`src/hdl/dspe_pkg.sv`:
```
// ----------------------------------------------------------------------------
// Disc sector payload extractor package
// Shared constants, status codes and the sector size table.
// ----------------------------------------------------------------------------
package dspe_pkg;

    localparam int unsigned MAX_SECTOR_BYTES = 2448;
    localparam int unsigned POS_W            = 12;
    localparam int unsigned START_W          = 5;
    localparam int unsigned PAYLOAD_BYTES    = 2048;

    localparam logic [POS_W-1:0]   MODE_BYTE_POS  = POS_W'(15);
    localparam logic [START_W-1:0] START_MODE1    = START_W'(16);
    localparam logic [START_W-1:0] START_MODE2    = START_W'(24);
    localparam logic [START_W-1:0] START_2336     = START_W'(8);
    localparam logic [START_W-1:0] START_NONE     = START_W'(0);
    localparam logic [7:0]         MODE1          = 8'd1;
    localparam logic [7:0]         MODE2          = 8'd2;

    typedef enum logic [1:0]
    {
        FMT_2048 = 2'd0,
        FMT_2336 = 2'd1,
        FMT_2352 = 2'd2,
        FMT_2448 = 2'd3
    } sector_format_t;

    typedef enum logic [1:0]
    {
        STATUS_OK       = 2'd0,
        STATUS_BAD_MODE = 2'd1,
        STATUS_AUDIO    = 2'd2
    } status_t;

    localparam logic CFG_SECTOR_FORMAT = 1'b0;
    localparam logic CFG_TRACK_IS_DATA = 1'b1;

    function automatic logic [POS_W-1:0] raw_size_of(input sector_format_t fmt);
        logic [POS_W-1:0] size;
        begin
            unique case (fmt)
                FMT_2048: size = POS_W'(2048);
                FMT_2336: size = POS_W'(2336);
                FMT_2352: size = POS_W'(2352);
                FMT_2448: size = POS_W'(2448);
                default:  size = POS_W'(2048);
            endcase
            if (size > POS_W'(MAX_SECTOR_BYTES))
            begin
                size = POS_W'(MAX_SECTOR_BYTES);
            end
            return size;
        end
    endfunction

endpackage

```
`src/hdl/disc_sector_payload_extract.sv`:
```
// ----------------------------------------------------------------------------
// Disc sector payload extractor
// Passes the 2048 user-data bytes of each raw disc sector and flags errors.
// ----------------------------------------------------------------------------
// The block takes one raw byte a cycle while in_stall is low and gives at most
// one result word per input word, in the cycle after it, from a single result
// register; an input word is taken in every cycle in which the result register
// is empty or being emptied, so the sustained rate is one byte per clock while
// out_stall is low. The sector position counter, the payload start found from
// the mode byte and the drop flag are updated in the same cycle as the byte is
// taken. Configuration writes are always ready and take effect at once.
module disc_sector_payload_extract
(
    input  logic       clk,
    input  logic       rst_n,

    input  logic       cfg_valid,
    output logic       cfg_ready,
    input  logic       cfg_index,
    input  logic [1:0] cfg_data,

    input  logic       in_valid,
    output logic       in_stall,
    input  logic [7:0] raw_byte,

    output logic       out_valid,
    input  logic       out_stall,
    output logic [7:0] payload_byte,
    output logic       last_in_sector,
    output logic [1:0] status
);

    localparam int unsigned POS_W   = dspe_pkg::POS_W;
    localparam int unsigned START_W = dspe_pkg::START_W;

    dspe_pkg::sector_format_t fmt_reg;
    logic                     data_track_reg;

    logic [POS_W-1:0]   pos_reg,   pos_next;
    logic [START_W-1:0] start_reg, start_next;
    logic               drop_reg,  drop_next;

    logic               out_valid_reg;
    logic [7:0]         payload_reg;
    logic               last_reg;
    dspe_pkg::status_t  status_reg;

    logic               accept;
    logic               emit;
    logic [7:0]         emit_byte;
    logic               emit_last;
    dspe_pkg::status_t  emit_status;

    logic [POS_W-1:0]   size;
    logic [POS_W-1:0]   start_pos;
    logic [POS_W-1:0]   end_pos;
    logic               known;
    logic [POS_W:0]     pos_inc;
    logic               sector_begin;

    assign cfg_ready = 1'b1;
    assign in_stall  = out_valid_reg && out_stall;
    assign accept    = in_valid && !in_stall;

    always_comb
    begin
        size         = dspe_pkg::raw_size_of(fmt_reg);
        sector_begin = (pos_reg == '0);
        start_next   = sector_begin ? dspe_pkg::START_NONE : start_reg;
        drop_next    = sector_begin ? 1'b0 : drop_reg;
        emit         = 1'b0;
        emit_byte    = 8'd0;
        emit_last    = 1'b0;
        emit_status  = dspe_pkg::STATUS_OK;
        known        = 1'b1;
        start_pos    = '0;
        end_pos      = POS_W'(dspe_pkg::PAYLOAD_BYTES - 1);

        if (!data_track_reg)
        begin
            if (sector_begin)
            begin
                emit        = 1'b1;
                emit_last   = 1'b1;
                emit_status = dspe_pkg::STATUS_AUDIO;
            end
        end
        else if (!drop_next)
        begin
            if ((fmt_reg == dspe_pkg::FMT_2352 || fmt_reg == dspe_pkg::FMT_2448)
                && pos_reg == dspe_pkg::MODE_BYTE_POS)
            begin
                if (raw_byte == dspe_pkg::MODE1)
                begin
                    start_next = dspe_pkg::START_MODE1;
                end
                else if (raw_byte == dspe_pkg::MODE2)
                begin
                    start_next = dspe_pkg::START_MODE2;
                end
                else
                begin
                    drop_next   = 1'b1;
                    emit        = 1'b1;
                    emit_last   = 1'b1;
                    emit_status = dspe_pkg::STATUS_BAD_MODE;
                end
            end
            if (!emit)
            begin
                unique case (fmt_reg)
                    dspe_pkg::FMT_2048: start_pos = '0;
                    dspe_pkg::FMT_2336: start_pos = POS_W'(dspe_pkg::START_2336);
                    default:
                    begin
                        start_pos = POS_W'(start_next);
                        known     = (start_next != dspe_pkg::START_NONE);
                    end
                endcase
                end_pos = start_pos + POS_W'(dspe_pkg::PAYLOAD_BYTES - 1);
                if (known && pos_reg >= start_pos && pos_reg <= end_pos
                    && pos_reg < size)
                begin
                    emit      = 1'b1;
                    emit_byte = raw_byte;
                    emit_last = (pos_reg == end_pos);
                end
            end
        end

        pos_inc  = {1'b0, pos_reg} + (POS_W+1)'(1);
        pos_next = (pos_inc >= {1'b0, size}) ? '0 : pos_inc[POS_W-1:0];
    end

    always_ff @(posedge clk or negedge rst_n)
    begin
        if (!rst_n)
        begin
            fmt_reg        <= dspe_pkg::FMT_2048;
            data_track_reg <= 1'b1;
            pos_reg        <= '0;
            start_reg      <= '0;
            drop_reg       <= 1'b0;
            out_valid_reg  <= 1'b0;
        end
        else
        begin
            if (cfg_valid)
            begin
                if (cfg_index == dspe_pkg::CFG_SECTOR_FORMAT)
                begin
                    fmt_reg <= dspe_pkg::sector_format_t'(cfg_data);
                end
                else
                begin
                    data_track_reg <= cfg_data[0];
                end
            end
            if (accept)
            begin
                pos_reg   <= pos_next;
                start_reg <= start_next;
                drop_reg  <= drop_next;
            end
            if (accept)
            begin
                out_valid_reg <= emit;
            end
            else if (!out_stall)
            begin
                out_valid_reg <= 1'b0;
            end
        end
    end

    always_ff @(posedge clk)
    begin
        if (accept && emit)
        begin
            payload_reg <= emit_byte;
            last_reg    <= emit_last;
            status_reg  <= emit_status;
        end
    end

    assign out_valid      = out_valid_reg;
    assign payload_byte   = payload_reg;
    assign last_in_sector = last_reg;
    assign status         = status_reg;

endmodule

```
`config.mk`:
```
export PLATFORM = sky130hd
export DESIGN_NAME = disc_sector_payload_extract
export DESIGN_NICKNAME = d
export VERILOG_FILES = /design/src/hdl/dspe_pkg.sv /design/src/hdl/disc_sector_payload_extract.sv
export SDC_FILE = /design/constraint.sdc
export NUM_CORES = 1
export LEC_CHECK = 0
export ABC_AREA = 1
export BUFFER_PORTS_ARGS = -buffer_cell sky130_fd_sc_hd__buf_2
export CORE_ASPECT_RATIO = 0.9
export CORE_MARGIN = 2
export CORE_UTILIZATION = 37
export DETAILED_ROUTE_END_ITERATION = 6
export PLACE_DENSITY_LB_ADDON = 0.12
export REMOVE_ABC_BUFFERS = 1
export SLEW_MARGIN = 20
export SYNTH_ARGS = -nofsm -noshare
export SYNTH_HDL_FRONTEND = slang
export SYNTH_SLANG_ARGS = --single-unit
```
`constraint.sdc`:
```
create_clock -name clk -period 7.8 [get_ports clk]
set_clock_uncertainty 0.1 [all_clocks]
set_input_delay 0.78 -clock clk [delete_from_list [all_inputs] [get_ports clk]]
set_output_delay 0.78 -clock clk [all_outputs]
set_load 0.01 [all_outputs]
```
==> flow_metrics.env <==
export IMPL_outcome="complete, no violations"
export IMPL_timing_rr_end="payload_byte[6]$_SDFFCE_PP0P_"
export IMPL_drive_above_1_share_pct=18.5
export IMPL_antenna_found_initial=0
export IMPL_ctsResizeCount=0
export IMPL_start_util_pct=38.3
export IMPL_cp_top_family="simple AND/OR/NAND/NOR gates"
export IMPL_dp_cells=468
export IMPL_largest_register_ffs=12
export IMPL_cts_sinks=33
export IMPL_synth_avg_cell_area_um2=7.68
export IMPL_root_buffer="clkbuf_8"
export IMPL_die_y_um=85.0
export IMPL_rsz0062_at_grt="no"
export IMPL_hpwl_um=4840
export IMPL_cts_buffer_depth=2
export IMPL_critPathLaunchType="register"
export IMPL_grt_pass1_vias=2140
export IMPL_drc=0
export IMPL_setup_viol=0
export IMPL_yosysMostFrequentCell="nand2_1"
export IMPL_yosys_top_cells_area="dfrtp_1, ha_1, edfxtp_1, nand2_1, inv_1"
export IMPL_top_layer="met4"
export IMPL_fmax_ghz=0.238
export IMPL_grt_pass1_wl_um=10500
export IMPL_rr_startpoint="pos_reg[1]$_DFFE_PN0P_"
export IMPL_slowest_delay_ns=0.52
export IMPL_cts_clk_slew_worst_paths_ns=0.08
export IMPL_die_w_um=94.0
export IMPL_drt_total_wl_um=6190
export IMPL_drv_cap=0
export IMPL_cts_buffers=5
export IMPL_port_buffers=28
export IMPL_finalMaxSlewViolations=0
export IMPL_path_buf_inv=1
export IMPL_finalNetCount=431
export IMPL_grt_usage_pct=17.0
export IMPL_drt_initial_drc_count=80
export IMPL_routedWlPerCell_um=13.0
export IMPL_htree_levels=2
export IMPL_hold_class="input pin to async pin"
export IMPL_insertion_delay_ns=0.30
export IMPL_path_max_fanout=11
export IMPL_grt_max_degree=26
export IMPL_rows=29
export IMPL_path_depth=21
export IMPL_finalCriticalPeriod_ns=4.19
export IMPL_fin_crit_sh_pct=53.8
export IMPL_worstSetupPathType="register to register"
export IMPL_synthTopCellsByCount="nand2_1, inv_1, nor2_1"
export IMPL_place_ws_ns=3.43
export IMPL_worstMarginPinSlew_ns=0.898
export IMPL_worst_slack_ns=3.61
export IMPL_instances_no_fill=476
export IMPL_setup_tns_ns=0
export IMPL_cts_tree="built"
export IMPL_overflow=0
export IMPL_synthesis_instances=351
export IMPL_viasPerCell=4.73
export IMPL_seq_area_frac_synth_pct=32.7
export IMPL_gp_congestion=0.809
export IMPL_r2r_cells=21
export IMPL_post_cts_buffers=0
export IMPL_postCtsHoldBufs=0
export IMPL_cpMaxStageDelayCell="dfrtp_1"
export IMPL_maxSlewHeadroom_pct=40.0
export IMPL_arrival_ns=4.04
export IMPL_vdd_drop_max_mv=0.135
export IMPL_wl_met2_um=2790
export IMPL_crit_chain="ha_1 -> nand3_2 -> nor2_2 -> nand2_2 -> nor2_4 -> nor2_1 -> nand2_1 -> ha_1 -> and3_1 -> ha_1 -> ha_1 -> nand4_1 -> nor2_1 -> nand4_1 -> nand2_1 -> nand2_1 -> nor2_2 -> nand3_1 -> nand2_1 -> nand2_1 -> inv_1"
export IMPL_p_leak_nw=1.54
export IMPL_dieArea_mm2=0.00799
export IMPL_yosys_warnings=0
export IMPL_synth_edff_count=11
export IMPL_synth_area_leader_cell="dfrtp_1"
export IMPL_synthToLayoutAreaGrowth_pct=11.9
export IMPL_routed_wl_met3_um=203
export IMPL_pin_count=30
export IMPL_synth_flop_cell="dfrtp_1"
export IMPL_synth_top_area_share_pct=19.5
export IMPL_ant_nets=0
export IMPL_end_kind="register"
export IMPL_core_area_mm2=0.00704
export IMPL_wl_met1_um=3100
export IMPL_synth_seq_cells=33
export IMPL_powerDensity_mw_per_mm2=314
export IMPL_first_pass_iters=4
export IMPL_synth_area_mm2=0.00270
export IMPL_hold_viol=0
export IMPL_required_ns=7.64
export IMPL_r2r_slack_ns=3.61
export IMPL_synth_cell_types=41
export IMPL_synth_async_reset_ratio_pct=66.7
export IMPL_vias=2250
export IMPL_diodes=0
export IMPL_cp_common_cell="nand2_1"
## per-stage QoR
step | utilization (%) | hold slack, ns | area (um^2) | power (mW)
floorplan | - | 0.364 | 2680 | 0.685
global placement | 41.7 | 0.394 | 2930 | 0.816
detailed placement | 41.7 | 0.391 | 2930 | 0.824
CTS | 42.9 | 0.359 | 3020 | 0.961
global route | 42.9 | 0.384 | 3020 | 1.06
finish | 42.9 | 0.354 | 3020 | 0.947
## where the power goes
| part | leakage (nW) | switching, mW | internal [mW] | total [mW] |
|---|---|---|---|---|
| sequential | 0.377 | 0.0571 | 0.243 | 0.301 |
| clock | 0.0450 | 0.0690 | 0.0619 | 0.131 |
| combinational | 1.12 | 0.325 | 0.190 | 0.516 |
| total | 1.54 | 0.451 | 0.496 | 0.947 |
## cell usage in the layout, fill, tap and decap left out, types with 2 or more instances in the layout
| cell | Yosys | routed |
|---|---|---|
| inv_2 | 2 | 2 |
| a21oi_1 | 13 | 13 |
| nand2_1 | 80 | 80 |
| clkinv_2 | 0 | 2 |
| edfxtp_1 | 11 | 11 |
| nand3_2 | 3 | 3 |
| nand2_2 | 6 | 6 |
| nand3_1 | 11 | 11 |
| nor2_1 | 47 | 47 |
| nor2_2 | 5 | 5 |
| clkbuf_8 | 0 | 5 |
| nand3b_1 | 2 | 2 |
| o21ai_2 | 4 | 4 |
| ha_1 | 33 | 33 |
| nand4_1 | 7 | 7 |
| buf_2 | 0 | 28 |
| inv_1 | 52 | 52 |
| nor2_4 | 3 | 3 |
| a21oi_2 | 5 | 5 |
| dfrtp_1 | 21 | 21 |
| o31ai_1 | 2 | 2 |
| xor2_1 | 8 | 8 |
| o21ai_0 | 14 | 14 |
## final cells by class
class | count | area (um^2)
fillers | 728 | 4020
multi-input cells | 260 | 1590
flip-flops and latches | 33 | 882
inverters | 54 | 203
repair buffers | 28 | 140
well taps | 93 | 116
clock buffers | 6 | 72.6
clock inverters | 2 | 10.0
## per-layer routing
| layer | vias to the layer above | track usage [%] |
|---|---|---|
| li1 | 1197 | - |
| met1 | 1012 | 24.3 |
| met2 | 33 | 25.8 |
| met3 | 8 | 3.20 |
| met4 | 0 | 5.53 |
| met5 | - | 0 |
## cell families after synthesis
kind of cell | Yosys count | share of synthesized area [%]
XOR/XNOR | 9 | 2.92
AO/OA/AOI/OAI | 45 | 10.8
flip-flops | 33 | 32.7
buffers and inverters | 58 | 8.21
other | 1 | 0.139
adder cells (fa/ha/maj) | 33 | 15.3
AND/OR/NAND/NOR | 172 | 29.9
## how the worst max path moves through the flow
stage	startpoint	end	slack [ns]
6_report	pos_reg[1]$_DFFE_PN0P_	payload_byte[6]$_SDFFCE_PP0P_	3.61
2_1_floorplan	raw_byte[1]	last_in_sector$_DFFE_PP_	3.97
4_1_cts	pos_reg[1]$_DFFE_PN0P_	payload_byte[6]$_SDFFCE_PP0P_	3.55
3_3_place_gp	raw_byte[1]	payload_byte[2]$_SDFFCE_PP0P_	3.57
3_5_place_dp	raw_byte[3]	payload_byte[6]$_SDFFCE_PP0P_	3.43
5_1_grt	pos_reg[1]$_DFFE_PN0P_	payload_byte[7]$_SDFFCE_PP0P_	3.16
(Power assumes the default switching activity.)
